## src/hw/rtl/vses_pkg.sv

```systemverilog
// Shared types, constants and the alpha lookup table for the variable-step smoother.
// Used by vses_front, vses_cmd_queue, vses_back and variable_step_ema_smoother.
package vses_pkg;

  localparam int CHANNELS     = 64;
  localparam int CH_W         = 6;
  localparam int DATA_W       = 16;
  localparam int ALPHA_DEPTH  = 256;
  localparam int ALPHA_IDX_W  = $clog2(ALPHA_DEPTH);
  localparam int PROD_W       = 32;
  localparam int ALPHA_SHIFT  = 27 - ALPHA_IDX_W;
  localparam int CFG_IDX_W    = 1;
  localparam int CFG_DATA_W   = 16;

  localparam logic [CFG_IDX_W-1:0]  REG_SMOOTHING_ENABLE = 1'd0;
  localparam logic [CFG_IDX_W-1:0]  REG_INV_TAU          = 1'd1;
  localparam logic [DATA_W-1:0]     INV_TAU_RESET        = 16'd5120;

  typedef logic [DATA_W-1:0] alpha_tab_t [ALPHA_DEPTH];

  typedef struct packed {
    logic [CH_W-1:0]          channel;
    logic [DATA_W-1:0]        speed;
    logic signed [DATA_W-1:0] accel;
    logic                     smooth;
    logic [DATA_W-1:0]        alpha;
  } cmd_t;

  typedef struct packed {
    logic [DATA_W-1:0]        speed;
    logic signed [DATA_W-1:0] accel;
  } res_t;

  function automatic alpha_tab_t build_alpha_tab();
    alpha_tab_t tab;
    logic [63:0] hq;
    logic [63:0] term;
    logic [63:0] q;
    logic [63:0] q2;
    logic [63:0] e;
    logic [63:0] one;
    logic [63:0] a;
    hq   = 64'd17179869184 / 64'(ALPHA_DEPTH);
    term = 64'd4294967296;
    one  = 64'd4294967296;
    q    = '0;
    for (int k = 0; k < 13; k++) begin
      if (k % 2 == 1) q = q - term;
      else            q = q + term;
      term = ((term * hq) >> 32) / 64'(k + 1);
    end
    q2 = (q * q) >> 32;
    e  = q;
    for (int i = 0; i < ALPHA_DEPTH; i++) begin
      a = (e < one) ? ((one - e) >> 16) : 64'd0;
      if (a > 64'd65535) a = 64'd65535;
      tab[i] = a[DATA_W-1:0];
      e = (e * q2) >> 32;
    end
    return tab;
  endfunction

  localparam alpha_tab_t ALPHA_TAB = build_alpha_tab();

endpackage

```

## src/hw/rtl/vses_front.sv

```systemverilog
// Front end: configuration registers, input accept, time-step product and alpha lookup.
// Depends on vses_pkg; feeds vses_cmd_queue.
module vses_front (
  input  logic                             clk,
  input  logic                             rst_n,
  input  logic                             cfg_we,
  input  logic [vses_pkg::CFG_IDX_W-1:0]   cfg_index,
  input  logic [vses_pkg::CFG_DATA_W-1:0]  cfg_wdata,
  input  logic                             push,
  output logic                             full,
  input  logic [vses_pkg::CH_W-1:0]        in_channel,
  input  logic [vses_pkg::DATA_W-1:0]      in_time_step,
  input  logic [vses_pkg::DATA_W-1:0]      in_speed_in,
  input  logic signed [vses_pkg::DATA_W-1:0] in_accel_in,
  output logic                             cmd_push,
  input  logic                             cmd_full,
  output vses_pkg::cmd_t                   cmd_data
);

  logic                                enable_r;
  logic [vses_pkg::DATA_W-1:0]         inv_tau_r;
  logic                                f_valid_r;
  logic [vses_pkg::CH_W-1:0]           f_ch_r;
  logic [vses_pkg::DATA_W-1:0]         f_spd_r;
  logic signed [vses_pkg::DATA_W-1:0]  f_acc_r;
  logic                                f_smooth_r;
  logic [vses_pkg::PROD_W-1:0]         f_p_r;
  logic [vses_pkg::PROD_W-1:vses_pkg::ALPHA_SHIFT] p_hi;
  logic                                idx_sat;
  logic [vses_pkg::ALPHA_IDX_W-1:0]    alpha_idx;
  logic [vses_pkg::DATA_W-1:0]         alpha;
  logic                                accept;

  assign full   = f_valid_r && cmd_full;
  assign accept = push && !full;

  always_ff @(posedge clk) begin
    if (!rst_n) begin
      enable_r  <= 1'b0;
      inv_tau_r <= vses_pkg::INV_TAU_RESET;
    end else if (cfg_we) begin
      unique case (cfg_index)
        vses_pkg::REG_SMOOTHING_ENABLE: enable_r  <= cfg_wdata[0];
        vses_pkg::REG_INV_TAU:          inv_tau_r <= cfg_wdata;
        default: ;
      endcase
    end
  end

  always_ff @(posedge clk) begin
    if (!rst_n) begin
      f_valid_r <= 1'b0;
    end else if (!full) begin
      f_valid_r <= push;
    end
  end

  always_ff @(posedge clk) begin
    if (accept) begin
      f_ch_r     <= in_channel;
      f_spd_r    <= in_speed_in;
      f_acc_r    <= in_accel_in;
      f_smooth_r <= enable_r && (in_time_step != '0);
      f_p_r      <= in_time_step * inv_tau_r;
    end
  end

  always_comb begin
    p_hi      = f_p_r[vses_pkg::PROD_W-1:vses_pkg::ALPHA_SHIFT];
    idx_sat   = |p_hi[vses_pkg::PROD_W-1:vses_pkg::ALPHA_SHIFT+vses_pkg::ALPHA_IDX_W];
    alpha_idx = idx_sat ? '1
                        : p_hi[vses_pkg::ALPHA_SHIFT+vses_pkg::ALPHA_IDX_W-1:vses_pkg::ALPHA_SHIFT];
    alpha     = (f_p_r == '0) ? '0 : vses_pkg::ALPHA_TAB[alpha_idx];
  end

  assign cmd_push         = f_valid_r && !cmd_full;
  assign cmd_data.channel = f_ch_r;
  assign cmd_data.speed   = f_spd_r;
  assign cmd_data.accel   = f_acc_r;
  assign cmd_data.smooth  = f_smooth_r;
  assign cmd_data.alpha   = alpha;

  ap_hold_when_blocked: assert property (@(posedge clk) disable iff (!rst_n)
    (f_valid_r && cmd_full) |=> (f_valid_r && $stable(f_p_r) && $stable(f_ch_r)))
    else $error("front stage dropped a blocked item");

  ap_no_push_when_empty: assert property (@(posedge clk) disable iff (!rst_n)
    !f_valid_r |-> !cmd_push)
    else $error("front pushed without a held item");

  ap_full_needs_item: assert property (@(posedge clk) disable iff (!rst_n)
    full |-> (f_valid_r && !cmd_push))
    else $error("front reports full while draining");

endmodule

```

## config.mk

```make
export PLATFORM = sky130hd
export DESIGN_NAME = vses_front
export DESIGN_NICKNAME = d
export VERILOG_FILES = /design/src/hw/rtl/vses_pkg.sv /design/src/hw/rtl/vses_front.sv
export SDC_FILE = /design/constraint.sdc
export NUM_CORES = 1
export LEC_CHECK = 0
export BUFFER_PORTS_ARGS = -buffer_cell sky130_fd_sc_hd__clkbuf_2
export CAP_MARGIN = 10
export CORE_ASPECT_RATIO = 2
export CORE_MARGIN = 1
export CORE_UTILIZATION = 45
export DETAILED_ROUTE_END_ITERATION = 7
export PLACE_DENSITY = 0.61
export SYNTH_ARGS = -nofsm -noshare
export SYNTH_HDL_FRONTEND = slang
export SYNTH_SLANG_ARGS = --single-unit
```

## constraint.sdc

```tcl
create_clock -name clk -period 8.2 [get_ports clk]
set_input_delay 1.23 -clock clk [delete_from_list [all_inputs] [get_ports clk]]
set_output_delay 1.23 -clock clk [all_outputs]
set_load 0.005 [all_outputs]
```

---- After elaboration in Yosys (flattened, before gate mapping) ----
Memory sizes are Yosys's and may differ from the RTL's.
Index checks and enable logic that the tools add are counted.
W data, S select, Z words.
storage, ports and cells
  register bits ........................... 89
  latch bits .............................. 0
  bits in writable memories ............... 0
  ROM bits ................................ 4096
  input port bits ......................... 76
  output and inout port bits .............. 57
  word-level logic and storage cells ...... 28
  memories ................................ 1
memories
  memory           words  width  rd ports  clocked after Yosys merged registers in  wr ports  line              text
  (no name shown)  256    16     1         0                                        0         vses_front.sv:73  alpha = (f_p_r == '0) ? '0 : vses_pkg::ALPHA_TAB[alpha_idx];
cells by class
  add/subtract/negate cells ............... 0
  multiply operators ...................... 1
  divide/modulo/power cells ............... 0
  magnitude comparators ................... 1
  eq/ne operators ......................... 0
  shifts and indexed selects .............. 0
  mux-type cells .......................... 4
  bitwise logic cells ..................... 2
  reduce and logical (&&, ||, !) cells .... 11
operator list
  cell                  count
  $mux W16              3
  $logic_not A32 Y1     1
  $mul A16 B16 Y32      1
  $reduce_bool A16 Y1   1
  $ge A9 B9 Y1 const B  1
  $not A8 Y9            1
  $mux W8               1
  $reduce_or A5 Y1      1
  $logic_and A1 B1 Y1   4
  $reduce_and A2 Y1     2
  $logic_not A1 Y1      2
  $not A1 Y1            1

---- Logic depth before layout (Yosys ltp) ----
  depth after elaboration ................. 7
  mapped depth ............................ 24
  gate-level depth less buffers ........... 22

---- Worst setup path before layout ----
No wires, ideal clock.
  path type ............................... input to register
  start ................................... input port in_time_step[8] (netlist bit)
  end ..................................... register f_p_r[28] (netlist bit), data pin
  library setup time ...................... 259 ps
  arrival ................................. 6621 ps
  required time ........................... 7941 ps
  setup slack ............................. 1320 ps
  stages .................................. 21
  buffers on the path ..................... 2
  cell sequence ........................... clkbuf_1 clkbuf_1 nand2_1 fa_1 inv_1 fa_1 fa_1 fa_1 fa_1 inv_1 fa_1 inv_1 ha_1 o21a_1 o21ai_0 a21oi_1 a22oi_1 o211ai_1 a31o_2 a21oi_1 xnor2_1
between the ends
  longest elaborated chain between the ends .. 1
RTL lines
  element                 line              text
  start: declaration      vses_front.sv:12  input logic [vses_pkg::DATA_W-1:0] in_time_step,
  $mul A16 B16 Y32        vses_front.sv:64  f_p_r <= in_time_step * inv_tau_r;
  end signal: assignment  vses_front.sv:64
  end: declaration        vses_front.sv:27  logic [vses_pkg::PROD_W-1:0] f_p_r;
Every way passes these cells.
A chain may end at the register's enable or synchronous reset.

==> summary.txt <==
Outcome = finished clean
Hold buffers post-CTS = 0
# clock sinks = 89
Critical Path Source Type = register
First-pass GRT wire length = 92880 µm
Final Hold Slack = 0.6633 ns
Register bit count reported by yosys = 89
Synth Area in Simple Gates = 19.47%
Placed cell area = 16340 µm²
Mux contribution to synthesized area = 0.3502%
Most frequent CP cell = nor2_1
Total buffers and inverters traversed by the critical path = 3
Initial antenna violation count = 1
Hold Vio Cnt, Final = 0
VDD IR max = 0.1294 mV
Slew headroom = 15.20%
IO Pins = 133
Routability cong. = 1.026
Largest net degree at the start of global routing = 71
Most common cell after layout, fill and taps aside = nand2_1
Pre-antenna DRT Iters = 7
Fmax = 0.1425 GHz
Net Count, Synth = 2242
CTS resizes = 0
Final setup vio count = 0
Number of global-route vias before repair = 15120
Yosys top cell area share = 25.28%
CP arrival = 5.79 ns
CP Max Fanout = 21
EDFF count, synth = 71
Clk_lat worst skew = 0.37 ns
Total Wirelength = 61840 µm
I/O Buffers = 132
Die X = 132.6 µm
Residual DRC count = 0
Synth warn = 0
Library cells used by synthesis = 72
Clk_skew = 0.01046 ns
WL per Instance = 26.36 µm
Final nets = 2296
Worst Tran Pin Value = 1.262 ns
Core area = 33640 µm²
Synthesized-area fraction occupied by adder cells = 35.22%
Antenna-violating nets left = 0
Vias per inst = 6.160
Worst EP required = 6.97 ns
# H-tree levels = 3
Die H = 263.3 µm
Register area share after synthesis = 16.23%
Slew Limit Fails = 0
Min-delay worst type = register to register
Critical path class = register to output pin
Total GRT Usage = 36.15%
CP Cell Sequence = or4_4 > or2_2 > nor2_1 > inv_1 > ha_1 > buf_4 > nor3_1 > a21oi_1 > nor2_1 > o31ai_1 > a2bb2oi_1 > o32ai_1 > clkbuf_2
Commonest non-fill, non-tap cells in the layout = nand2_1, inv_1, fa_1
Post-Syn Area per Cell = 8.303 µm²
Worst-path clk slew = 0.08 ns
Worst R2R Setup Slack = 1.80 ns
Synth async-reset ratio = 0%
Core Rows = 95
Area contributors post-synth = fa_1, edfxtp_1, ha_1
Mapped cell area = 15360 µm²
Max-cap violations = 0
CTS buffer count = 9
Starting density of the core = 45.66%
Clk root buf = clkbuf_16
Slowest cell on the critical path = nor3_1
Layout cells sized above 1 = 11.11%
Yosys top cell by area = fa_1
Post-synth top flop = edfxtp_1
Die footprint = 34920 µm²
Fill cells = 3374
Top Family by Delay on Critical Path = simple AND/OR/NAND/NOR gates
Pleak = 7.489 nW
Post-Syn Instances = 1850
Critical path's largest stage delay = 1.04 ns
Xor-xnor portion of the synthesized cell area = 1.482%
CTS tree = done
Crit path time final = 7.018 ns
Grt ovf = 0
Post-synthesis compound-gate area fraction = 17.63%
Setup TNS = 0 ns
Post-DP HPWL = 46940 µm
Setup bufs post-CTS = 0
Layout area overhead = 8.382%
Unrepaired setup endpoints after global routing = false
DR vias = 14450
Starting DRT DRC Count = 1105
Main combinational cell family by area after synthesis = adder cells
Fin crit share = 85.59%
Final instance area = 16650 µm²
Clock tree buffer depth = 2
Power per cell area = 214.7 nW/µm²
Crit end category = output pin
layer usage:
| metal | GRT usage, % | routed length [µm] | vias to the layer above |
|---|---|---|---|
| li1 | - | - | 6346 |
| met1 | 36.14 | 20600 | 7153 |
| met2 | 66.20 | 32730 | 704 |
| met3 | 5.873 | 3489 | 249 |
| met4 | 27.24 | 5024 | 0 |
| met5 | 0 | 0 | - |
tightest hold or removal path, stage by stage (launching register included):
cell      delay, ns
dfxtp_1        0.44
nand2_1        0.10
a21boi_0       0.07
cells by family after synthesis:
group | count (synthesis)
mux | 4
xor+xnor | 26
compound gates | 410
fa+ha+maj | 316
simple gates | 631
flops | 89
buf+inv | 374
Yosys cell counts, drive strengths merged (19+ instances only):
cell    count
xnor2      19
nor3       51
nand2     263
inv       239
a21oi     104
edfxtp     71
o21ai      79
a211oi     37
nand3      29
ha        122
nor4       22
o211ai     21
buf        32
nor2       98
fa        194
clkbuf    102
a31oi      21
and2      121
layout make-up:
cell class / count / area (µm²) / area share (%)
Inverter: 240 / 902.1 / 5.419
Sequential cell: 89 / 2492 / 14.97
Multi-Input combinational cell: 1387 / 11400 / 68.50
Clock buffer: 10 / 229.0 / 1.375
Clock inverter: 6 / 73.82 / 0.4434
Antenna cell: 1 / 2.502 / 0.01503
Tap cell: 436 / 545.5 / 3.277
Timing Repair Buffer: 177 / 998.5 / 5.997
report_power, final:
group / internal, W / switching, W
registers: 0.000606 / 0.0000421
clock network: 0.000241 / 0.000210
logic: 0.000828 / 0.00165
worst paths after layout:
check            endpoint  cells after the start         start
max reg2reg     f_p_r[31]                     19  inv_tau_r[2]
min          inv_tau_r[7]                      2  inv_tau_r[7]
max           cmd_data[0]                     13     f_p_r[27]
min reg2reg  inv_tau_r[7]                      2  inv_tau_r[7]
registers in the layout (all words and copies together) (netlist names):
register    count
f_p_r          32
f_acc_r        16
f_valid_r       1
f_ch_r          6
f_spd_r        16
f_smooth_r      1
enable_r        1
inv_tau_r      16
per-stage QoR:
step | utilization (%) | setup WS, ns | power (W) | instances
after global placement | 48.56 | 1.067 | 0.003037 | 2328
after floorplan | - | 1.320 | 0.002273 | 1850
after CTS | 49.46 | 1.366 | 0.003499 | 2344
final | 49.49 | 1.182 | 0.003574 | 2346
after detailed placement | 48.56 | 0.9741 | 0.003040 | 2328
after global routing | 49.49 | 1.021 | 0.003815 | 2346
Note: power is estimated with default switching activity, not from simulation.
