<file path="src/hw/rtl/vses_pkg.sv">
// Shared types, constants and the alpha lookup table for the variable-step smoother.
// Used by vses_front, vses_cmd_queue, vses_back and variable_step_ema_smoother.
package vses_pkg;

  localparam int CHANNELS     = 64;
  localparam int CH_W         = 6;
  localparam int DATA_W       = 16;
  localparam int ALPHA_DEPTH  = 256;
  localparam int ALPHA_IDX_W  = $clog2(ALPHA_DEPTH);
  localparam int PROD_W       = 32;
  localparam int ALPHA_SHIFT  = 27 - ALPHA_IDX_W;
  localparam int CFG_IDX_W    = 1;
  localparam int CFG_DATA_W   = 16;

  localparam logic [CFG_IDX_W-1:0]  REG_SMOOTHING_ENABLE = 1'd0;
  localparam logic [CFG_IDX_W-1:0]  REG_INV_TAU          = 1'd1;
  localparam logic [DATA_W-1:0]     INV_TAU_RESET        = 16'd5120;

  typedef logic [DATA_W-1:0] alpha_tab_t [ALPHA_DEPTH];

  typedef struct packed {
    logic [CH_W-1:0]          channel;
    logic [DATA_W-1:0]        speed;
    logic signed [DATA_W-1:0] accel;
    logic                     smooth;
    logic [DATA_W-1:0]        alpha;
  } cmd_t;

  typedef struct packed {
    logic [DATA_W-1:0]        speed;
    logic signed [DATA_W-1:0] accel;
  } res_t;

  function automatic alpha_tab_t build_alpha_tab();
    alpha_tab_t tab;
    logic [63:0] hq;
    logic [63:0] term;
    logic [63:0] q;
    logic [63:0] q2;
    logic [63:0] e;
    logic [63:0] one;
    logic [63:0] a;
    hq   = 64'd17179869184 / 64'(ALPHA_DEPTH);
    term = 64'd4294967296;
    one  = 64'd4294967296;
    q    = '0;
    for (int k = 0; k < 13; k++) begin
      if (k % 2 == 1) q = q - term;
      else            q = q + term;
      term = ((term * hq) >> 32) / 64'(k + 1);
    end
    q2 = (q * q) >> 32;
    e  = q;
    for (int i = 0; i < ALPHA_DEPTH; i++) begin
      a = (e < one) ? ((one - e) >> 16) : 64'd0;
      if (a > 64'd65535) a = 64'd65535;
      tab[i] = a[DATA_W-1:0];
      e = (e * q2) >> 32;
    end
    return tab;
  endfunction

  localparam alpha_tab_t ALPHA_TAB = build_alpha_tab();

endpackage

</file>
<file path="src/hw/rtl/vses_back.sv">
// Back end: per-channel state memory, load/blend sequencer and two-entry result queue.
// Depends on vses_pkg; takes commands from vses_cmd_queue.
module vses_back (
  input  logic                               clk,
  input  logic                               rst_n,
  input  logic                               cmd_empty,
  input  vses_pkg::cmd_t                     cmd_data,
  output logic                               cmd_pop,
  output logic                               empty,
  input  logic                               pop,
  output logic [vses_pkg::DATA_W-1:0]        out_speed_out,
  output logic signed [vses_pkg::DATA_W-1:0] out_accel_out
);

  typedef enum logic [1:0] {S_IDLE, S_READ, S_WB} state_t;

  state_t                               state_r;
  vses_pkg::cmd_t                       work_r;
  logic [vses_pkg::CHANNELS-1:0]        valid_r;
  logic [2*vses_pkg::DATA_W-1:0]        mem_r [vses_pkg::CHANNELS];
  logic [2*vses_pkg::DATA_W-1:0]        rd_data_r;
  logic signed [33:0]                   prod_spd_r;
  logic signed [33:0]                   prod_acc_r;
  logic [vses_pkg::DATA_W-1:0]          s_spd_r;
  logic [vses_pkg::DATA_W-1:0]          s_acc_r;

  logic [vses_pkg::DATA_W-1:0]          s_spd;
  logic [vses_pkg::DATA_W-1:0]          s_acc;
  logic signed [16:0]                   diff_spd;
  logic signed [16:0]                   diff_acc;
  logic signed [16:0]                   alpha_s;
  logic signed [33:0]                   prod_spd;
  logic signed [33:0]                   prod_acc;
  logic signed [33:0]                   t_spd;
  logic signed [33:0]                   t_acc;
  logic [vses_pkg::DATA_W-1:0]          spd_new;
  logic [vses_pkg::DATA_W-1:0]          acc_new;
  logic                                 cur_valid;
  logic                                 mem_we;
  logic [2*vses_pkg::DATA_W-1:0]        mem_wdata;

  vses_pkg::res_t                       res_r [2];
  logic                                 res_wr_ptr_r;
  logic                                 res_rd_ptr_r;
  logic [1:0]                           res_cnt_r;
  logic                                 res_push;
  vses_pkg::res_t                       res_wdata;
  logic                                 res_pop;

  assign cur_valid = valid_r[work_r.channel];
  assign cmd_pop   = (state_r == S_IDLE) && !cmd_empty && (res_cnt_r < 2'd2);

  always_comb begin
    s_spd    = rd_data_r[2*vses_pkg::DATA_W-1:vses_pkg::DATA_W];
    s_acc    = rd_data_r[vses_pkg::DATA_W-1:0];
    diff_spd = $signed({1'b0, work_r.speed}) - $signed({1'b0, s_spd});
    diff_acc = $signed({work_r.accel[vses_pkg::DATA_W-1], work_r.accel})
             - $signed({s_acc[vses_pkg::DATA_W-1], s_acc});
    alpha_s  = $signed({1'b0, work_r.alpha});
    prod_spd = alpha_s * diff_spd;
    prod_acc = alpha_s * diff_acc;
    t_spd    = prod_spd_r + 34'sd32768;
    t_acc    = prod_acc_r + 34'sd32768;
    spd_new  = s_spd_r + t_spd[31:16];
    acc_new  = s_acc_r + t_acc[31:16];
  end

  always_comb begin
    res_push  = 1'b0;
    res_wdata = {cmd_data.speed, cmd_data.accel};
    mem_we    = 1'b0;
    mem_wdata = {spd_new, acc_new};
    unique case (state_r)
      S_IDLE: begin
        res_push = cmd_pop && !cmd_data.smooth;
      end
      S_READ: begin
        if (!cur_valid) begin
          res_push  = 1'b1;
          res_wdata = {work_r.speed, work_r.accel};
          mem_we    = 1'b1;
          mem_wdata = {work_r.speed, work_r.accel};
        end
      end
      S_WB: begin
        res_push  = 1'b1;
        res_wdata = {spd_new, acc_new};
        mem_we    = 1'b1;
      end
      default: ;
    endcase
  end

  always_ff @(posedge clk) begin
    if (!rst_n) begin
      state_r <= S_IDLE;
      valid_r <= '0;
    end else begin
      unique case (state_r)
        S_IDLE: begin
          if (cmd_pop && cmd_data.smooth) state_r <= S_READ;
        end
        S_READ: begin
          if (!cur_valid) begin
            valid_r[work_r.channel] <= 1'b1;
            state_r                 <= S_IDLE;
          end else begin
            state_r <= S_WB;
          end
        end
        S_WB: begin
          state_r <= S_IDLE;
        end
        default: state_r <= S_IDLE;
      endcase
    end
  end

  always_ff @(posedge clk) begin
    if (cmd_pop) work_r <= cmd_data;
    prod_spd_r <= prod_spd;
    prod_acc_r <= prod_acc;
    if (state_r == S_READ) begin
      s_spd_r <= s_spd;
      s_acc_r <= s_acc;
    end
  end

  always_ff @(posedge clk) begin
    if (mem_we) mem_r[work_r.channel] <= mem_wdata;
    rd_data_r <= mem_r[cmd_data.channel];
  end

  assign res_pop       = pop && !empty;
  assign empty         = (res_cnt_r == 2'd0);
  assign out_speed_out = res_r[res_rd_ptr_r].speed;
  assign out_accel_out = res_r[res_rd_ptr_r].accel;

  always_ff @(posedge clk) begin
    if (!rst_n) begin
      res_wr_ptr_r <= 1'b0;
      res_rd_ptr_r <= 1'b0;
      res_cnt_r    <= 2'd0;
    end else begin
      if (res_push) res_wr_ptr_r <= !res_wr_ptr_r;
      if (res_pop)  res_rd_ptr_r <= !res_rd_ptr_r;
      res_cnt_r <= res_cnt_r + {1'b0, res_push} - {1'b0, res_pop};
    end
  end

  always_ff @(posedge clk) begin
    if (res_push) res_r[res_wr_ptr_r] <= res_wdata;
  end

  ap_res_room: assert property (@(posedge clk) disable iff (!rst_n)
    res_push |-> (res_cnt_r < 2'd2 || res_pop))
    else $error("result queue overrun");

  ap_load_marks: assert property (@(posedge clk) disable iff (!rst_n)
    (state_r == S_READ && !cur_valid) |=> valid_r[work_r.channel])
    else $error("loaded channel not marked valid");

  ap_wb_delivers: assert property (@(posedge clk) disable iff (!rst_n)
    (state_r == S_WB) |=> (res_cnt_r != 2'd0 && state_r == S_IDLE))
    else $error("blended result not queued");

  ap_pop_idle_only: assert property (@(posedge clk) disable iff (!rst_n)
    cmd_pop |-> (state_r == S_IDLE && !cmd_empty))
    else $error("command taken while busy");

endmodule

</file>
<file path="config.mk">
export PLATFORM = sky130hd
export DESIGN_NAME = vses_back
export DESIGN_NICKNAME = d
export VERILOG_FILES = /design/src/hw/rtl/vses_pkg.sv /design/src/hw/rtl/vses_back.sv
export SDC_FILE = /design/constraint.sdc
export NUM_CORES = 2
export LEC_CHECK = 0
export BUFFER_PORTS_ARGS = -buffer_cell sky130_fd_sc_hd__buf_2
export CAP_MARGIN = 20
export CORE_UTILIZATION = 45
export DETAILED_ROUTE_END_ITERATION = 16
export GPL_ROUTABILITY_DRIVEN = 0
export PLACE_DENSITY = 0.62
export SYNTH_ARGS = -nofsm -noshare
export SYNTH_HDL_FRONTEND = slang
export SYNTH_SLANG_ARGS = --single-unit
</file>
<file path="constraint.sdc">
create_clock -name clk -period 7.8 [get_ports clk]
set_input_delay 1.56 -clock clk [delete_from_list [all_inputs] [get_ports clk]]
set_output_delay 1.56 -clock clk [all_outputs]
set_load 0.01 [all_outputs]
</file>
# Word-level counts from Yosys, hierarchy flattened
# Memory sizes are Yosys's and may differ from the RTL's. A register that Yosys moved wholly into a read port is not among the register bits.
# Index checks and enable logic that the tools add are counted.
# W data, S select, Z words.
[word_totals]
register_bits = 220
word_cells = 67
n_memories = 2
input_bits = 59
ram_bits = 2112
out_inout_bits = 34
[op_classes]
order_cmp = 3
n_reduce_logical = 14
n_addsub = 8
n_mux = 20
multipliers = 2
eq_ne = 3
bitwise = 2
[mem_list]
columns = ["name", "words", "width", "rd", "rd_ports_with_merged_regs", "wr", "line_no", "rtl"]
rows = [
  ["mem_r", 64, 32, 1, 1, 1, "vses_back.sv:20", "logic [2*vses_pkg::DATA_W-1:0] mem_r [vses_pkg::CHANNELS];"],
  ["res_r", 2, 32, 1, 1, 1, "vses_back.sv:42", "vses_pkg::res_t res_r [2];"],
]
[ops]
columns = ["op", "count"]
rows = [
  ["$mux W32", 3],
  ["$add A32 B17 Y32 const B", 2],
  ["$mul A17 B17 Y32", 2],
  ["$or A64 B64 Y64", 1],
  ["$pmux W32 S2", 1],
  ["$sub A16 B16 Y17", 2],
  ["$add A16 B16 Y16", 2],
  ["$mux W1", 9],
  ["$lt A6 B7 Y1 const B", 1],
  ["$bmux W1 S6", 1],
  ["$demux W1 S6", 1],
  ["$ge A6 B1 Y1 const B", 1],
  ["$logic_and A1 B1 Y1", 6],
  ["$logic_not A1 Y1", 5],
  ["$logic_not A2 Y1", 2],
  ["$mux W2", 2],
  ["$pmux W2 S2", 1],
  ["$pmux W1 S3", 1],
  ["$add A2 B1 Y2", 1],
  ["$eq A2 B1 Y1 const B", 1],
  ["$eq A2 B2 Y1 const B", 1],
  ["$lt A2 B2 Y1 const B", 1],
  ["$ne A2 B1 Y1 const B", 1],
  ["$pmux W1 S2", 1],
  ["other kinds (3)", 3],
]

# Logic depth before layout (Yosys ltp)
[depth]
depth_word = 7
ltp_mapped = 35
mapped_depth_nobuf = 34

# Worst setup path after synthesis
# No wires, ideal clock.
[synth_path]
path_type = "in2reg"
from = "input cmd_empty"
to = "memory res_r[0][0] (netlist bit) (enable)"
n_path_buf = 0
slack_ns = -0.319
cell_stages = 4
required_ns = 7.378
setup_time_ns = 0.422
t_arrival_ns = 7.697
path_cell_list = "nor3b_1 > nand2b_1 > a21o_1 > nor2_1"
[synth_via]
elab_chain_len = 7
[synth_lines]
columns = ["element", "line_no", "rtl"]
rows = [
  ["start: declaration", "vses_back.sv:6", "input logic cmd_empty,"],
  ["$logic_not A1 Y1", "vses_back.sv:51", "assign cmd_pop = (state_r == S_IDLE) && !cmd_empty && (res_cnt_r < 2'd2);"],
  ["$logic_and A1 B1 Y1 (2 in series)", "vses_back.sv:51", ""],
  ["$logic_and A1 B1 Y1", "vses_back.sv:75", "res_push = cmd_pop && !cmd_data.smooth;"],
  ["$pmux W1 S3", "vses_back.sv:73", "unique case (state_r)"],
  ["$mux W1", "vses_back.sv:152", "if (res_push) res_r[res_wr_ptr_r] <= res_wdata;"],
  ["$mux W1 (not written as such)", "vses_back.sv:152", ""],
  ["end: declaration", "vses_back.sv:42", ""],
]
# No other way between the ends.

# Worst setup path in the final report
[layout_path]
from = "register work_r[17] (netlist bit)"
to = "register prod_acc_r[31]"
[layout_via]
elab_chain_len = 2
[layout_lines]
columns = ["element", "line_no", "rtl"]
rows = [
  ["start: declaration", "vses_back.sv:18", "vses_pkg::cmd_t work_r;"],
  ["start signal: assignment", "vses_back.sv:120", "if (cmd_pop) work_r <= cmd_data;"],
  ["$sub A16 B16 Y17", "vses_back.sv:58", "- $signed({s_acc[vses_pkg::DATA_W-1], s_acc});"],
  ["$mul A17 B17 Y32", "vses_back.sv:61", "prod_acc = alpha_s * diff_acc;"],
  ["net prod_acc[31]", "vses_back.sv:33", "logic signed [33:0] prod_acc;"],
  ["end signal: assignment", "vses_back.sv:122", "prod_acc_r <= prod_acc;"],
  ["end: declaration", "vses_back.sv:23", "logic signed [33:0] prod_acc_r;"],
]
# The timed path passes the listed nets, and every way through them passes these cells.
# A chain may end at the register's enable or synchronous reset.

==> results.yml <==
run_status:
  status: "finished, final reports clean"
clock_network:
  ctsRootBufferMaster: "clkbuf_16"
  cts.htree.levels: 4
  clkTransAtPathRegs_ns: 0.06
  clkSinkCount: 2335
  cts_made_buffers: 235
  cts_tree: "built"
  clk_latency_ns: 0.89
  cts.path.max_buffers: 3
routing:
  wl_per_cell_um: 27.51
  drt-initial-drc-count: 5448
  num_vias: 57110
  drt_first_pass_iters: 5
  finalWirelength_um: 276200
  routed_via_density: 5.688
  detail-route-antenna-nets: 0
  drcViolationCount: 0
setup_path:
  critical_path_class: "reg2reg"
  end_kind: "flop"
  startpoint_type: "flop"
  critPathMaxStageDelay_ns: 0.51
  r2r_start: "work_r[17]$_DFFE_PP_"
  cp_data_arrival_time_ns: 8.45
  r2r-end: "prod_acc_r[31]$_DFF_P_"
  path_max_fanout: 4
  rrSetupSlack_ns: 0.07
  crit_top_cell: "fa_1"
  critPathRequiredTime_ns: 8.52
  worst_path_max_delay_cell: "fa_1"
  worstRegToRegCells: 33
layout:
  layout-drive-gt1-share_pct: 25.57
  fin_area_um2: 124500
  fin_util_pct: 51.77
  fin_nets: 7418
  area_growth_pct: 14.37
  layout.cells.non_filler: 10040
timing:
  fmax_ghz: 0.1294
  max_slew_margin_pct: 23.98
  tns_ns: 0
  setup_viol: 0
  final_hold_viol_count: 0
  slew_viol_final: 0
  rsz0062_at_grt: "yes"
  period_share_pct: 99.10
  period_needed_ns: 7.730
  worst_slew_pin_slew_ns: 1.138
  skew_ns: 0.1003
yosys:
  synth_area_um2: 108900
  async_flop_share_pct: 0
  synth_top_area_cell: "edfxtp_1"
  synth_area_leaders: "edfxtp_1, mux4_2, fa_1"
  yosysWarnings: 0
  netlist_instances: 6244
  ys_ff_latch: 2335
  synth-seq-area-share_pct: 63.14
  yosysMostFrequentCell: "edfxtp_1"
  ys_top_cells_by_count: "edfxtp_1, mux4_2, inv_1"
  synth-edff-count: 2198
  synth_ff_type: "edfxtp_1"
  synth_fp_nets: 7019
  synth_top_area_share_pct: 60.62
  yosysUniqueCellTypes: 77
  avgSynthCellArea_um2: 17.44
die:
  io-pin-count: 93
  core_um2: 240500
  dieWidth_um: 493.9
  initial_core_util_pct: 45.26
  dieArea_um2: 243900
  fp.dieH_um: 493.9
  rows: 180
worst_hold_path:
  min-delay-path-class: "reg2reg"
  hp-start: "rd_data_r[18]$_DFF_P_"
  min_path_cells: 0
  hold_path_end: "s_spd_r[2]$_DFFE_PP_"
placed_design:
  dpl.cell_count: 9531
  port_buffers: 92
  postPlaceCellArea_um2: 115600
  hpwlAfterDp_um: 173400
global_route:
  grt-ovfl-total: 0
  antenna_found_initial: 25
  grt_pass1_vias: 59550
  grt.total_usage_pct: 23.00
  grt_pass1_wl_um: 407500
  grt_max_degree: 115
flow_run:
  cap_violations: 0
-- cell usage in the layout (no fill, tap or decap), types with 26 or more instances in the layout --
cell type and count:
nor3_1 31, mux2i_1 29, ha_1 286, nand2_1 391
nor2_4 68, edfxtp_1 2198, xor2_1 27, buf_12 39
o21ai_0 71, dfxtp_1 134, clkbuf_16 236, clkinv_2 44
mux2_2 72, mux4_2 666, fa_1 415, a21oi_1 59
and2_1 160, buf_2 87, buf_4 323, a22oi_1 26
o21a_1 55, nor2b_1 105, clkbuf_1 48, nand3_1 41
xnor2_1 75, clkinv_1 60, inv_1 583, nor2_1 131
-- worst max path at each step --
stage                         start                endpoint  slack, ns  cells past startpoint
5_1_grt        work_r[18]$_DFFE_PP_  prod_acc_r[31]$_DFF_P_      -0.24                     32
3_5_place_dp   rd_data_r[1]$_DFF_P_  prod_acc_r[31]$_DFF_P_      -0.49                     31
4_1_cts        work_r[18]$_DFFE_PP_  prod_acc_r[31]$_DFF_P_      -0.07                     33
2_1_floorplan  work_r[18]$_DFFE_PP_  prod_acc_r[31]$_DFF_P_       0.03                     32
6_report       work_r[17]$_DFFE_PP_  prod_acc_r[31]$_DFF_P_       0.07                     33
3_3_place_gp   rd_data_r[1]$_DFF_P_  prod_acc_r[31]$_DFF_P_      -0.38                     31
-- logic make-up (layout without fill, tap and decap cells) --
group	Yosys count	after routing	synth area share, %
AO/OA/AOI/OAI	349	349	2.095
XOR/XNOR	113	113	0.9159
adder cells (fa/ha/maj)	716	716	11.12
buffers and inverters	902	1503	3.175
flip-flops	2335	2335	63.14
multiplexers	771	771	14.83
other	0	10	0
AND/OR/NAND/NOR	1058	1058	4.720
-- state kept, by name, indices dropped and copies added (netlist names), named ones only --
register / count
prod_acc_r: 17
s_spd_r: 16
res_rd_ptr_r: 1
mem_r: 2048
s_acc_r: 16
res_wr_ptr_r: 1
state_r: 2
alpha_s: 16
rd_data_r: 32
work_r: 38
valid_r: 64
prod_spd_r: 17
res_cnt_r: 2
res_r: 64
-- final cells by class --
| type | instances | area (um^2) |
|---|---|---|
| clock buffers | 290 | 6168 |
| well taps | 3185 | 3985 |
| clock inverters | 149 | 1476 |
| multi-input cells | 3007 | 37920 |
| fillers | 19260 | 116000 |
| flip-flops and latches | 2335 | 68750 |
| diodes | 10 | 25.02 |
| inverters | 593 | 2228 |
| repair buffers | 471 | 3973 |
-- timing repair --
| item | in CTS | in global routing |
|---|---|---|
| endpoints found under the setup margin | 18 | 25 |
| buffers inserted | 26 | 22 |
| pin swaps | 44 | 54 |
| hold buffers | 0 | 0 |
| gates resized for setup | 54 | 85 |
-- through the flow --
stage	hold WS (ns)	setup slack, ns
after floorplan	0.4082	0.02681
after global placement	0.4124	-0.3785
after detailed placement	0.4156	-0.4891
after CTS	0.4104	-0.06846
after global routing	0.4218	-0.2379
final	0.4187	0.07010
-- worst max-delay path: cells and delay by family, from the launching register on --
family | cells | cell delay (ns)
compound gates | 13 | 2.28
xor+xnor | 1 | 0.13
simple gates | 3 | 0.55
buf+inv | 7 | 0.72
flops | 1 | 0.40
fa+ha+maj | 9 | 3.52
-- routing by layer --
| metal | GRT usage (%) | routed length (um) | share of wire [%] |
|---|---|---|---|
| met1 | 31.34 | 114100 | 41 |
| met2 | 39.36 | 139900 | 51 |
| met3 | 3.202 | 16160 | 5.9 |
| met4 | 5.096 | 5979 | 2.2 |
| met5 | 0 | 26 | 0.0094 |
Power is not shown: default switching activity piles up to over one toggle a cycle in this logic, so the estimate is an artifact.
