[src/hw/rtl/vses_pkg.sv]
// Shared types, constants and the alpha lookup table for the variable-step smoother.
// Used by vses_front, vses_cmd_queue, vses_back and variable_step_ema_smoother.
package vses_pkg;

  localparam int CHANNELS     = 64;
  localparam int CH_W         = 6;
  localparam int DATA_W       = 16;
  localparam int ALPHA_DEPTH  = 256;
  localparam int ALPHA_IDX_W  = $clog2(ALPHA_DEPTH);
  localparam int PROD_W       = 32;
  localparam int ALPHA_SHIFT  = 27 - ALPHA_IDX_W;
  localparam int CFG_IDX_W    = 1;
  localparam int CFG_DATA_W   = 16;

  localparam logic [CFG_IDX_W-1:0]  REG_SMOOTHING_ENABLE = 1'd0;
  localparam logic [CFG_IDX_W-1:0]  REG_INV_TAU          = 1'd1;
  localparam logic [DATA_W-1:0]     INV_TAU_RESET        = 16'd5120;

  typedef logic [DATA_W-1:0] alpha_tab_t [ALPHA_DEPTH];

  typedef struct packed {
    logic [CH_W-1:0]          channel;
    logic [DATA_W-1:0]        speed;
    logic signed [DATA_W-1:0] accel;
    logic                     smooth;
    logic [DATA_W-1:0]        alpha;
  } cmd_t;

  typedef struct packed {
    logic [DATA_W-1:0]        speed;
    logic signed [DATA_W-1:0] accel;
  } res_t;

  function automatic alpha_tab_t build_alpha_tab();
    alpha_tab_t tab;
    logic [63:0] hq;
    logic [63:0] term;
    logic [63:0] q;
    logic [63:0] q2;
    logic [63:0] e;
    logic [63:0] one;
    logic [63:0] a;
    hq   = 64'd17179869184 / 64'(ALPHA_DEPTH);
    term = 64'd4294967296;
    one  = 64'd4294967296;
    q    = '0;
    for (int k = 0; k < 13; k++) begin
      if (k % 2 == 1) q = q - term;
      else            q = q + term;
      term = ((term * hq) >> 32) / 64'(k + 1);
    end
    q2 = (q * q) >> 32;
    e  = q;
    for (int i = 0; i < ALPHA_DEPTH; i++) begin
      a = (e < one) ? ((one - e) >> 16) : 64'd0;
      if (a > 64'd65535) a = 64'd65535;
      tab[i] = a[DATA_W-1:0];
      e = (e * q2) >> 32;
    end
    return tab;
  endfunction

  localparam alpha_tab_t ALPHA_TAB = build_alpha_tab();

endpackage

[src/hw/rtl/vses_cmd_queue.sv]
// Two-entry command queue between front and back ends.
// Depends on vses_pkg for the command type.
module vses_cmd_queue (
  input  logic           clk,
  input  logic           rst_n,
  input  logic           q_push,
  input  vses_pkg::cmd_t q_wdata,
  output logic           q_full,
  input  logic           q_pop,
  output logic           q_empty,
  output vses_pkg::cmd_t q_rdata
);

  vses_pkg::cmd_t entry_r [2];
  logic           wr_ptr_r;
  logic           rd_ptr_r;
  logic [1:0]     cnt_r;
  logic           do_push;
  logic           do_pop;

  assign q_full  = (cnt_r == 2'd2);
  assign q_empty = (cnt_r == 2'd0);
  assign do_push = q_push && !q_full;
  assign do_pop  = q_pop && !q_empty;
  assign q_rdata = entry_r[rd_ptr_r];

  always_ff @(posedge clk) begin
    if (!rst_n) begin
      wr_ptr_r <= 1'b0;
      rd_ptr_r <= 1'b0;
      cnt_r    <= 2'd0;
    end else begin
      if (do_push) wr_ptr_r <= !wr_ptr_r;
      if (do_pop)  rd_ptr_r <= !rd_ptr_r;
      cnt_r <= cnt_r + {1'b0, do_push} - {1'b0, do_pop};
    end
  end

  always_ff @(posedge clk) begin
    if (do_push) entry_r[wr_ptr_r] <= q_wdata;
  end

  ap_cnt_range: assert property (@(posedge clk) disable iff (!rst_n)
    cnt_r <= 2'd2)
    else $error("command queue count out of range");

  ap_ptr_match: assert property (@(posedge clk) disable iff (!rst_n)
    (cnt_r == 2'd1) |-> (wr_ptr_r != rd_ptr_r))
    else $error("command queue pointers disagree with count");

  ap_cnt_step: assert property (@(posedge clk) disable iff (!rst_n)
    (do_push && !do_pop) |=> (cnt_r == $past(cnt_r) + 2'd1))
    else $error("command queue lost a transfer");

endmodule

[config.mk]
export PLATFORM = sky130hd
export DESIGN_NAME = vses_cmd_queue
export DESIGN_NICKNAME = d
export VERILOG_FILES = /design/src/hw/rtl/vses_pkg.sv /design/src/hw/rtl/vses_cmd_queue.sv
export SDC_FILE = /design/constraint.sdc
export NUM_CORES = 1
export LEC_CHECK = 0
export ABC_AREA = 0
export ABC_CLOCK_PERIOD_IN_PS = 4400
export BUFFER_PORTS_ARGS = -buffer_cell sky130_fd_sc_hd__clkbuf_2
export CORE_ASPECT_RATIO = 0.9
export CORE_MARGIN = 1.5
export CORE_UTILIZATION = 25
export DETAILED_ROUTE_END_ITERATION = 10
export SYNTH_ARGS = -nofsm -noshare
export SYNTH_HDL_FRONTEND = slang
export SYNTH_SLANG_ARGS = --single-unit
[constraint.sdc]
create_clock -name clk -period 4.4 [get_ports clk]
set_input_delay 0.44 -clock clk [delete_from_list [all_inputs] [get_ports clk]]
set_output_delay 0.44 -clock clk [all_outputs]
set_load 0.05 [all_outputs]
# --- Word level (Yosys, flattened, before mapping) ---
# Memories as Yosys holds them, arrays and structs flattened. A register that Yosys moved wholly into a read port is not among the register bits.
# Cells that the tools add are included.
classes:
  n_addsub: 2
  n_mul: 0
  div_mod_pow: 0
  order_cmp: 0
  eq_ne: 1
  shifts: 0
  mux: 4
  bitwise: 0
  reduce_logical: 7
op_table:
  columns: ["op", "n"]
  rows:
  - ["logical NOT 1 bit", 4]
  - ["2-to-1 mux 1 bit", 4]
  - ["adder 2 x 1 -> 2 bit", 1]
  - ["equality test 2 bit, second input constant", 1]
  - ["logical AND 1 bit", 2]
  - ["logical NOT 2 bit", 1]
  - ["subtractor 2 x 1 -> 2 bit", 1]
totals:
  ff_bits: 4
  latchBits: 0
  mem_bits_rw: 110
  mem_bits_ro: 0
  wordCells: 18
  n_memories: 1
mem_list:
  columns: ["name", "depth", "word_bits", "read_ports", "rd_ports_with_merged_regs", "wr", "line", "rtl"]
  rows:
  - ["entry_r", 2, 55, 1, 1, 1, "vses_cmd_queue.sv:14", "vses_pkg::cmd_t entry_r [2];"]

# --- Longest topological paths before layout ---
# Gate-level depths: netlist of run 1.
logic_depth:
  depth_word: 5
  ltp_mapped: 8

# --- Worst setup path before layout of run 1 ---
# Ideal clock, no wire load.
synth_timing:
  path_type: "reg-to-reg"
  start: "register cnt_r[0]"
  end: "memory entry_r[0][0] in the netlist's numbering, enable pin"
  setup_ns: 0.468
  arrival_time_ns: 2.895
  slack_ns: 1.038
  stages_incl_launch_ff: 4
  n_path_buf: 0
  synth_period_minus_slack_ns: 3.362
  cell_sequence: "dfxtp_1 nand2b_1 nand2_1 nor2_1"
synth_between:
  elab_chain_len: 5
synth_rtl:
  columns: ["item", "line", "rtl"]
  rows:
  - ["start, declared", "vses_cmd_queue.sv:17", "logic [1:0] cnt_r;"]
  - ["start signal, assigned", "vses_cmd_queue.sv:35", "cnt_r <= cnt_r + {1'b0, do_push} - {1'b0, do_pop};"]
  - ["equality test 2 bit", "vses_cmd_queue.sv:21", "assign q_full = (cnt_r == 2'd2);"]
  - ["logical NOT 1 bit", "vses_cmd_queue.sv:23", "assign do_push = q_push && !q_full;"]
  - ["logical AND 1 bit", "vses_cmd_queue.sv:23", null]
  - ["2-to-1 mux 1 bit", "vses_cmd_queue.sv:40", "if (do_push) entry_r[wr_ptr_r] <= q_wdata;"]
  - ["2-to-1 mux 1 bit (not written as such)", "vses_cmd_queue.sv:40", null]
  - ["end, declared", "vses_cmd_queue.sv:14", null]
# Every way passes these cells.

==> flow_summary.toml, run 1 <==
[sta]
grt_setup_unrepaired = "false"
period_share_pct = 58.6
holdWs_ps = 230
layout_min_cycle_time_ps = 2580
slew_violations = 0
finalHoldViolCount = 0
worst_slew_margin_rel_pct = 30.6
finalSetupViolations = 0
timing.setup.tns_ps = 0
max_freq_ghz = 0.388
worst-slew-pin-transition_ps = 1040
fin_worst_skew_ps = 5.02

[placement]
port_buffers = 115
gp_congestion = 0.655
dp_hpwl_um = 5270

[routing]
wl_per_cell_um = 13.9
initialDrtViolationCount = 93
dr.pass1.iters = 4
drc = 0
routed_wl_um = 8050
detail_route.vias_per_cell = 3.74
vias = 2168
final_antenna_net_count = 0

[critical_path]
critical_path_startpoint_category = "flop"
critical_path.reg2reg.endpoint = "entry_r[0][44]"
r2r.worst_path.cells = 4
arrival_ps = 2140
crit_required_ps = 3960
worst_setup_path_end_kind = "output port"
crit_fanout = 55
slowest_delay_ps = 980
timing.rr.start = "cnt_r[0]"
r2r_slack_ps = 2100
critical-path-slowest-cell = "sky130_fd_sc_hd__dfxtp_4"
cp_cell_sequence = "mux2_2, clkbuf_2"
path_class = "reg2out"

[yosys]
synth_cells = 198
post_synthesis_instance_area_um2 = 4460
synth_xor_area_share_pct = 0.393
ys_ff_latch = 115
syn_avg_cell_area_um2 = 22.5
synth-edff-count = 110
synth_top_family_by_area = "multiplexers"
yosysWarningCount = 0
syn-num-nets = 259
synth_seq_area_share_pct = 76.4
synth-async-reset-ratio_pct = 0
dominantRegCellSynth = "sky130_fd_sc_hd__edfxtp_1"
adder_cell_share_of_the_synthesized_area_pct = 0.562
synth_mux_area_share_pct = 18.3
synth_simple_gate_area_share_pct = 1.40
synth-compound-area-share_pct = 0.168
yosysUniqueCellTypes = 18

[clock_network]
post_cts_resize_count = 0
tritoncts = "done"
cts_buffer_depth = 2
cts.reportedPaths.clkPinSlew_ps = 50
h-tree-depth = 4
cts_hold_repair.buffers = 0
clock_latency_reported_for_the_late_side_of_the_worst_skew_pair_ps = 400
cts_post_setup_buffers_inserted = 0
numClockSinks = 115
cts-buffers-inserted = 17
clk_root_buf = "sky130_fd_sc_hd__clkbuf_16"

[min_path]
min_path_cells = 1
min_delay_worst_endpoint = "entry_r[1][2]"
min_from = "q_wdata[2]"
min_delay_path_class = "in2reg"

[final_layout]
nets_final = 389
final_util_pct = 32.8
fraction_of_layout_instances_using_a_drive_strength_above_1_pct = 57.6
syn2layout_area_growth_pct = 29.2
num-fill-cells = 1710
antenna-diode-count = 0

[power_and_ir_drop]
total_power_mw = 4.19
power_leakage_nw = 2.26
power_density_nw_per_um2 = 727
ir_worst_vdd_v = 0.000356

[grt]
grt_overflow_total = 0
grt_first_pass_wirelength_um = 12200
grt_start_max_net_pins = 56
grtUsageTotal_pct = 9.05
grt_antenna_before_repair = 0
first_global_vias = 2312

[run]
max-cap-violations = 0

[floorplan]
dieHeight_um = 130
io_pins = 116
area_of_the_die_um2 = 18600
starting_density_pct = 25.4
core.rowCount = 46
core_um2 = 17600
fp.dieW_um = 144

[run_status]
outcome = "finished clean"
power breakdown:
group | internal [mW] | switching, mW
sequential | 1.42 | 0.149
clock | 0.761 | 0.434
combinational | 0.471 | 0.953
synth_stat cells, types with 2 or more instances:
cell type,instances,area [um^2]
sky130_fd_sc_hd__dfxtp_1,5,100
sky130_fd_sc_hd__mux2_2,5,56.3
sky130_fd_sc_hd__inv_1,3,11.3
sky130_fd_sc_hd__nand2b_1,2,12.5
sky130_fd_sc_hd__ha_1,2,25.0
sky130_fd_sc_hd__edfxtp_1,110,3300
sky130_fd_sc_hd__and2_1,2,12.5
sky130_fd_sc_hd__nor2_1,5,18.8
sky130_fd_sc_hd__mux2_4,50,751
sky130_fd_sc_hd__nand2_1,2,7.51
sky130_fd_sc_hd__buf_12,5,100
per-layer routing:
metal | global-route usage, % | routed length (um) | up-vias
met5 | 0 | 0 | -
met4 | 4.56 | 127 | 0
met3 | 4.18 | 504 | 9
met2 | 14.2 | 3900 | 66
met1 | 10.4 | 3520 | 1059
li1 | - | - | 1034
state kept, by name, summed over array words and instances (netlist names), named ones only:
signal / cells
cnt_r: 2
entry_r: 110
rd_ptr_r: 1
wr_ptr_r: 1
cell usage in the layout (no fill, tap or decap), types with 2 or more instances in the layout:
cell                          n
sky130_fd_sc_hd__clkbuf_2   115
sky130_fd_sc_hd__nand2_1      2
sky130_fd_sc_hd__dfxtp_1      4
sky130_fd_sc_hd__clkinv_2     2
sky130_fd_sc_hd__clkinv_1     4
sky130_fd_sc_hd__inv_1        3
sky130_fd_sc_hd__ha_1         2
sky130_fd_sc_hd__and2_1       2
sky130_fd_sc_hd__nand2b_1     2
sky130_fd_sc_hd__edfxtp_1   110
sky130_fd_sc_hd__nor2_1       4
sky130_fd_sc_hd__clkbuf_1     6
sky130_fd_sc_hd__buf_4        2
sky130_fd_sc_hd__mux2_4      50
sky130_fd_sc_hd__clkbuf_16   17
sky130_fd_sc_hd__mux2_2       5
area by class of cell:
cell class / instances / area (um^2) / area share (%)
inverters: 3 / 11.3 / 0.196
clock buffers: 23 / 448 / 7.78
multi-input cells: 74 / 938 / 16.3
clock inverters: 8 / 62.6 / 1.09
well taps: 240 / 300 / 5.22
repair buffers: 117 / 591 / 10.3
flip-flops and latches: 115 / 3410 / 59.2
cell families after synthesis:
kind of cell | Yosys count
flip-flops | 115
multiplexers | 56
AND/OR/NAND/NOR | 13
buffers and inverters | 9
XOR/XNOR | 2
adder cells (fa/ha/maj) | 2
AO/OA/AOI/OAI | 1
worst max-delay path by stage:
stage / startpoint / endpoint
after floorplan: cnt_r[0] / entry_r[0][0]
after global placement: q_push / entry_r[0][0]
after detailed placement: cnt_r[0] / entry_r[0][47]
after CTS: flop / q_rdata[54]
after global routing: flop / q_rdata[3]
final: flop / q_rdata[3]
stage by stage:
step	cells	cell area (um^2)	setup WS (ps)
finish	580	5760	1820
global route	580	5760	1720
CTS	580	5760	1760
detailed placement	549	5250	2060
global placement	549	5250	2160
floorplan	198	4460	1040
critical path: cells and delay by family, from the launching register on:
family,cells,cell delay [ps]
buf+inv,1,230
flops,1,980
mux,1,420
(Power assumes the default switching activity.)
==> inputs of run 2 (changes only) <==
--- a/config.mk
+++ b/config.mk
@@ -6,7 +6,7 @@
 export NUM_CORES = 1
 export LEC_CHECK = 0
 export ABC_AREA = 0
-export ABC_CLOCK_PERIOD_IN_PS = 4400
+export ABC_CLOCK_PERIOD_IN_PS = 2600
 export BUFFER_PORTS_ARGS = -buffer_cell sky130_fd_sc_hd__clkbuf_2
 export CORE_ASPECT_RATIO = 0.9
 export CORE_MARGIN = 1.5
==> constraint.sdc (replaced) <==
create_clock -name clk -period 2.6 [get_ports clk]
set_input_delay 0.26 -clock clk [delete_from_list [all_inputs] [get_ports clk]]
set_output_delay 0.26 -clock clk [all_outputs]
set_load 0.05 [all_outputs]
==> flow_summary.toml, run 2 (same netlist as run 1, synthesis figures left out) <==
[final_layout]
layout.area.seq_um2 = 3410
antenna-diode-count = 0
multi_input_area_um2 = 938
final_cell_count_no_fill = 585
final_util_pct = 33.6
largest_register_ffs = 110
layout.cells.most_common = "sky130_fd_sc_hd__clkbuf_2"
syn2layout_area_growth_pct = 32.4
most_flops_register = "entry_r"
reg.largest.list = "entry_r (110), cnt_r (2)"
most-common-layout-cells = "sky130_fd_sc_hd__clkbuf_2 (115), sky130_fd_sc_hd__edfxtp_1 (110), sky130_fd_sc_hd__mux2_4 (50)"
fraction_of_layout_instances_using_a_drive_strength_above_1_pct = 61.2
num-fill-cells = 1701
nets_final = 393

[critical_path]
crit_required_ps = 2340
crit_fanout = 19
r2r_slack_ps = 870
arrival_ps = 1790
critical_path_startpoint_category = "flop"
path_class = "reg2out"
worst_setup_path_end_kind = "output port"

[sta]
worst_slew_margin_rel_pct = 68.9
timing.setup.tns_ps = 0
finalHoldViolCount = 0
max_freq_ghz = 0.489
slew_violations = 0
finalSetupViolations = 0
layout_min_cycle_time_ps = 2050
grt_setup_unrepaired = "false"
fin_worst_skew_ps = 6.22
worst-slew-pin-transition_ps = 467
period_share_pct = 78.7

[clock_network]
tritoncts = "done"
cts_post_setup_buffers_inserted = 0
cts.reportedPaths.clkPinSlew_ps = 60
clock_latency_reported_for_the_late_side_of_the_worst_skew_pair_ps = 410
post_cts_resize_count = 0
h-tree-depth = 4
cts_buffer_depth = 2
clk_root_buf = "sky130_fd_sc_hd__clkbuf_16"
cts_hold_repair.buffers = 0
numClockSinks = 115
cts-buffers-inserted = 17

[floorplan]
fp.dieW_um = 144
area_of_the_die_um2 = 18600
core_um2 = 17600
dieHeight_um = 130
starting_density_pct = 25.4
core.rowCount = 46
io_pins = 116

[routing]
detail_route.vias_per_cell = 3.81
dr.pass1.iters = 3
final_antenna_net_count = 0
drc = 0
initialDrtViolationCount = 70
wl_per_cell_um = 13.8
vias = 2227
routed_wl_um = 8080

[power_and_ir_drop]
power_density_nw_per_um2 = 1260
power_leakage_nw = 2.34
internal_power_mw = 4.72
share_seq_of_total_power_pct = 33.6
p_switching_mw = 2.71
pwr-share-clk_pct = 31.7
power.share.combinational_pct = 34.7
ir_worst_vdd_v = 0.000629
switching_share_pct = 36.5

[grt]
grt_antenna_before_repair = 0
first_global_vias = 2366
grt_first_pass_wirelength_um = 12100
grtUsageTotal_pct = 9.12
grt_overflow_total = 0
grt_start_max_net_pins = 33

[placement]
dp_hpwl_um = 5490
gp_congestion = 0.648
port_buffers = 115
placedCellCount = 553

[min_path]
min_delay_path_class = "in2reg"

[run_status]
outcome = "finished clean"

[run]
max-cap-violations = 0
-- run 2: cell count changes in the layout (fill, tap and decap cells not counted), sizes merged --
| cell | previous run | this run |
|---|---|---|
| bufinv | 1 | 3 |
| buf | 2 | 6 |
| clkinv | 6 | 9 |
| clkbuf | 138 | 132 |
| inv | 3 | 5 |
-- run 2: per-stage QoR --
| step | hold WS [ps] | setup WS [ps] | power (mW) | instance area, um^2 |
|---|---|---|---|---|
| finish | 43.0 | 553 | 7.43 | 5900 |
| global route | 15.0 | 457 | 7.76 | 5900 |
| CTS | 19.1 | 507 | 7.55 | 5900 |
| detailed placement | 453 | 864 | 5.17 | 5290 |
| global placement | 450 | 953 | 5.12 | 5290 |
| floorplan | 359 | 154 | 4.74 | 4460 |
-- run 2: final cells by class --
class	count	area share [%]
clock buffer	17	7.21
clock inverter	15	3.10
timing repair buffer	121	10.7
inverter	3	0.191
multi-input combinational	74	15.9
tap	240	5.09
sequential	115	57.8
-- run 2: worst paths after layout --
check | start | endpoint | cells after the start
setup / recovery | flop | q_rdata[54] | 3
hold / removal | q_wdata[14] | entry_r[0][14] | 1
setup reg to reg | cnt_r[0] | cnt_r[1] | 8
hold reg to reg | rd_ptr_r | rd_ptr_r | 2
-- run 2: worst max-delay path, stage by stage, from the launching register on --
cell and delay, ps:
sky130_fd_sc_hd__dfxtp_4 420, sky130_fd_sc_hd__buf_4 350, sky130_fd_sc_hd__mux2_2 370, sky130_fd_sc_hd__clkbuf_2 230
-- run 2: power groups by stage --
stage	clock network [mW]	registers, mW	logic, mW
5_1_grt	2.50	2.53	2.73
6_report	2.35	2.50	2.58
4_1_cts	2.41	2.51	2.63
3_3_place_gp	0	2.52	2.60
2_1_floorplan	0	2.50	2.24
3_5_place_dp	0	2.54	2.63
-- run 2: layer usage --
| metal | up-vias | GRT usage (%) | wire length [um] |
|---|---|---|---|
| li1 | 1046 | - | - |
| met1 | 1105 | 10.1 | 3430 |
| met2 | 69 | 15.1 | 4080 |
| met3 | 7 | 4.29 | 485 |
| met4 | 0 | 3.96 | 82 |
| met5 | - | 0 | 0 |
==> inputs of run 3 (changes only) <==
--- a/config.mk
+++ b/config.mk
@@ -5,8 +5,8 @@
 export SDC_FILE = /design/constraint.sdc
 export NUM_CORES = 1
 export LEC_CHECK = 0
-export ABC_AREA = 0
-export ABC_CLOCK_PERIOD_IN_PS = 2600
+export ABC_AREA = 1
+export ABC_CLOCK_PERIOD_IN_PS = 2100
 export BUFFER_PORTS_ARGS = -buffer_cell sky130_fd_sc_hd__clkbuf_2
 export CORE_ASPECT_RATIO = 0.9
 export CORE_MARGIN = 1.5
==> constraint.sdc (replaced) <==
create_clock -name clk -period 2.1 [get_ports clk]
set_input_delay 0.21 -clock clk [delete_from_list [all_inputs] [get_ports clk]]
set_output_delay 0.21 -clock clk [all_outputs]
set_load 0.05 [all_outputs]
==> flow_summary.toml, run 3 <==
[run_status]
outcome = "finished clean"

[yosys]
yosysUniqueCellTypes = 12
syn_avg_cell_area_um2 = 21.4
synth_most_common_cell = "sky130_fd_sc_hd__edfxtp_1"
synth_seq_area_share_pct = 76.1
synthDominantAreaCellType = "sky130_fd_sc_hd__edfxtp_1"
yosysWarningCount = 0
dominantRegCellSynth = "sky130_fd_sc_hd__edfxtp_1"
synth-edff-count = 110
post_synthesis_instance_area_um2 = 4470
ys_ff_latch = 115
synth_cells = 209
yosys-top-cells-count = "sky130_fd_sc_hd__edfxtp_1 (110), sky130_fd_sc_hd__mux2_4 (50), sky130_fd_sc_hd__inv_1 (9), sky130_fd_sc_hd__nand2_1 (9), sky130_fd_sc_hd__nor2_1 (8)"
synth-async-reset-ratio_pct = 0
yosys.area.top_type_share_pct = 73.9
synth.area.top_cells = "sky130_fd_sc_hd__edfxtp_1 (74%), sky130_fd_sc_hd__mux2_4 (17%), sky130_fd_sc_hd__buf_12 (2.2%)"
syn-num-nets = 270

[sta]
finalSetupViolations = 0
timing.setup.tns_ps = 0
max_freq_ghz = 0.538
worst-slew-pin-transition_ps = 445
grt_setup_unrepaired = "false"
finalHoldViolCount = 0
worst_slew_margin_rel_pct = 70.3
period_share_pct = 88.5
layout_min_cycle_time_ps = 1860
slew_violations = 0
fin_worst_skew_ps = 4.30

[run]
max-cap-violations = 0

[min_path]
min_path_cells = 3
min_from = "rst_n"
min_delay_path_class = "in2reg"
min_delay_worst_endpoint = "cnt_r[0]"

[power_and_ir_drop]
power.share.combinational_pct = 32.1
ir_worst_vdd_v = 0.000774
power_leakage_nw = 2.61
pwr-share-clk_pct = 34.5
power_density_nw_per_um2 = 1390
share_seq_of_total_power_pct = 33.5
p_switching_mw = 3.07
switching_share_pct = 34.0
internal_power_mw = 5.95

[clock_network]
clk_root_buf = "sky130_fd_sc_hd__clkbuf_16"
numClockSinks = 115
cts.reportedPaths.clkPinSlew_ps = 50
h-tree-depth = 4
tritoncts = "done"
clock_latency_reported_for_the_late_side_of_the_worst_skew_pair_ps = 410
cts-buffers-inserted = 17
cts_buffer_depth = 2

[critical_path]
cp_cell_sequence = "buf_12, mux2_2, clkbuf_2"
critical-path-slowest-cell = "sky130_fd_sc_hd__mux2_2"
timing.rr.start = "cnt_r[0]"
timing.critical_path.max_delay_family = "buffers and inverters"
path_class = "reg2out"
crit_required_ps = 1890
crit_fanout = 28
slowest_delay_ps = 380
r2r.worst_path.cells = 11
arrival_ps = 1650
critical_path.reg2reg.endpoint = "cnt_r[1]"
r2r_slack_ps = 430
path_buf_inv = 2
worst_setup_path_end_kind = "output port"
critical_path_startpoint_category = "flop"

[grt]
grt_antenna_before_repair = 0
grt_first_pass_wirelength_um = 13000
first_global_vias = 2645
grt_start_max_net_pins = 31
grt_overflow_total = 0
grtUsageTotal_pct = 9.57

[floorplan]
area_of_the_die_um2 = 18700
starting_density_pct = 25.5
core_um2 = 17600
core.rowCount = 46
io_pins = 116
fp.dieW_um = 144
dieHeight_um = 130

[final_layout]
finish.instance_area_um2 = 6510
antenna-diode-count = 0
reg.largest.list = "entry_r (110), cnt_r (2)"
most_flops_register = "entry_r"
nets_final = 459
most-common-layout-cells = "sky130_fd_sc_hd__clkbuf_2 (115), sky130_fd_sc_hd__edfxtp_1 (110), sky130_fd_sc_hd__dlygate4sd3_1 (55)"
layout.cells.most_common = "sky130_fd_sc_hd__clkbuf_2"
largest_register_ffs = 110
fraction_of_layout_instances_using_a_drive_strength_above_1_pct = 51.1
syn2layout_area_growth_pct = 45.6

[routing]
dr.pass1.iters = 4
route.met2.wl_um = 4390
wl_per_cell_um = 13.4
drc = 0
detail_route.vias_per_cell = 3.84
dr_wl_met3_um = 485
metal_1_wl_um = 3750
route.top_layer_used = "met4"
routed_wl_um = 8740
initialDrtViolationCount = 94
final_antenna_net_count = 0
vias = 2501

[placement]
dp_hpwl_um = 5560
detailed_place.area_um2 = 5320
port_buffers = 115
gp_congestion = 0.728
[run 3: cell types whose count changed after synthesis, sizes merged, moves of 2 or more]
cell / delta
nor2: +3
and2: -2
nand3: +3
nand2b: -2
nand2: +7
a21oi: +2
inv: +6
[run 3: how the worst max path moves through the flow]
| stage | startpoint | end | slack (ps) | cells after the start |
|---|---|---|---|---|
| final | flop | q_rdata[54] | 240 | 3 |
| after global routing | flop | q_rdata[54] | 180 | 3 |
| after CTS | flop | q_rdata[54] | 200 | 3 |
| after detailed placement | cnt_r[0] | cnt_r[1] | 480 | 10 |
| after global placement | cnt_r[0] | cnt_r[1] | 590 | 10 |
| after floorplan | cnt_r[0] | entry_r[1][0] | 30 | 4 |
[run 3: what timing repair did]
item | 4_1_cts | 5_1_grt
hold buffers | 55 | 0
hold endpoints to repair | 110 | 0
buffers inserted | 0 | 0
gates resized for setup | 0 | 0
[run 3: layout make-up]
class,instances,area (um^2)
Clock inverter,14,211
Multi-Input combinational cell,79,928
Sequential cell,115,3410
Inverter,9,33.8
Tap cell,240,300
Timing Repair Buffer,176,1200
Clock buffer,18,429
Fill cell,1664,11000
[run 3: power by group through the flow]
stage                     clock [mW]  combinational, mW  sequential (mW)
final                           3.11               2.90             3.02
after global routing            3.27               3.05             3.05
after CTS                       3.20               2.94             3.02
after detailed placement           0               2.84             3.07
after global placement             0               2.81             3.04
after floorplan                    0               2.37             3.03
[run 3: layer usage]
metal	track usage [%]	vias up
met5	0	-
met4	5.04	0
met3	3.56	11
met2	16.9	88
met1	9.95	1220
li1	-	1182
[run 3: kinds of logic after synthesis]
kind of cell,Yosys count,synth area share (%)
AOI/OAI and AO/OA,2,0.224
buffers and inverters,15,3.25
muxes,55,18.1
adders and majority gates,2,0.560
and+or+nand+nor,20,1.76
DFF,115,76.1
[run 3: metrics by stage]
stage                     instances  util, %  power [mW]  hold WS [ps]  setup WS (ps)
after floorplan                 209        -        5.40           303           34.0
after global placement          564     30.3        5.85           400            588
after CTS                       651     37.1        9.16          20.9            199
after global routing            651     37.1        9.37          54.2            183
final                           651     37.1        9.03          50.8            241
after detailed placement        564     30.3        5.91           404            478
[run 3: worst reg2reg max path, cell delays in order, from the launching register on]
cell and delay, ps:
sky130_fd_sc_hd__dfxtp_1 360, sky130_fd_sc_hd__inv_1 80, sky130_fd_sc_hd__nand2_1 130, sky130_fd_sc_hd__nand2_1 130, sky130_fd_sc_hd__ha_1 320, sky130_fd_sc_hd__inv_1 80, sky130_fd_sc_hd__ha_1 160, sky130_fd_sc_hd__inv_1 50
sky130_fd_sc_hd__nand2_1 70, sky130_fd_sc_hd__nand3_1 90, sky130_fd_sc_hd__nand2_1 70, sky130_fd_sc_hd__nor2_1 40
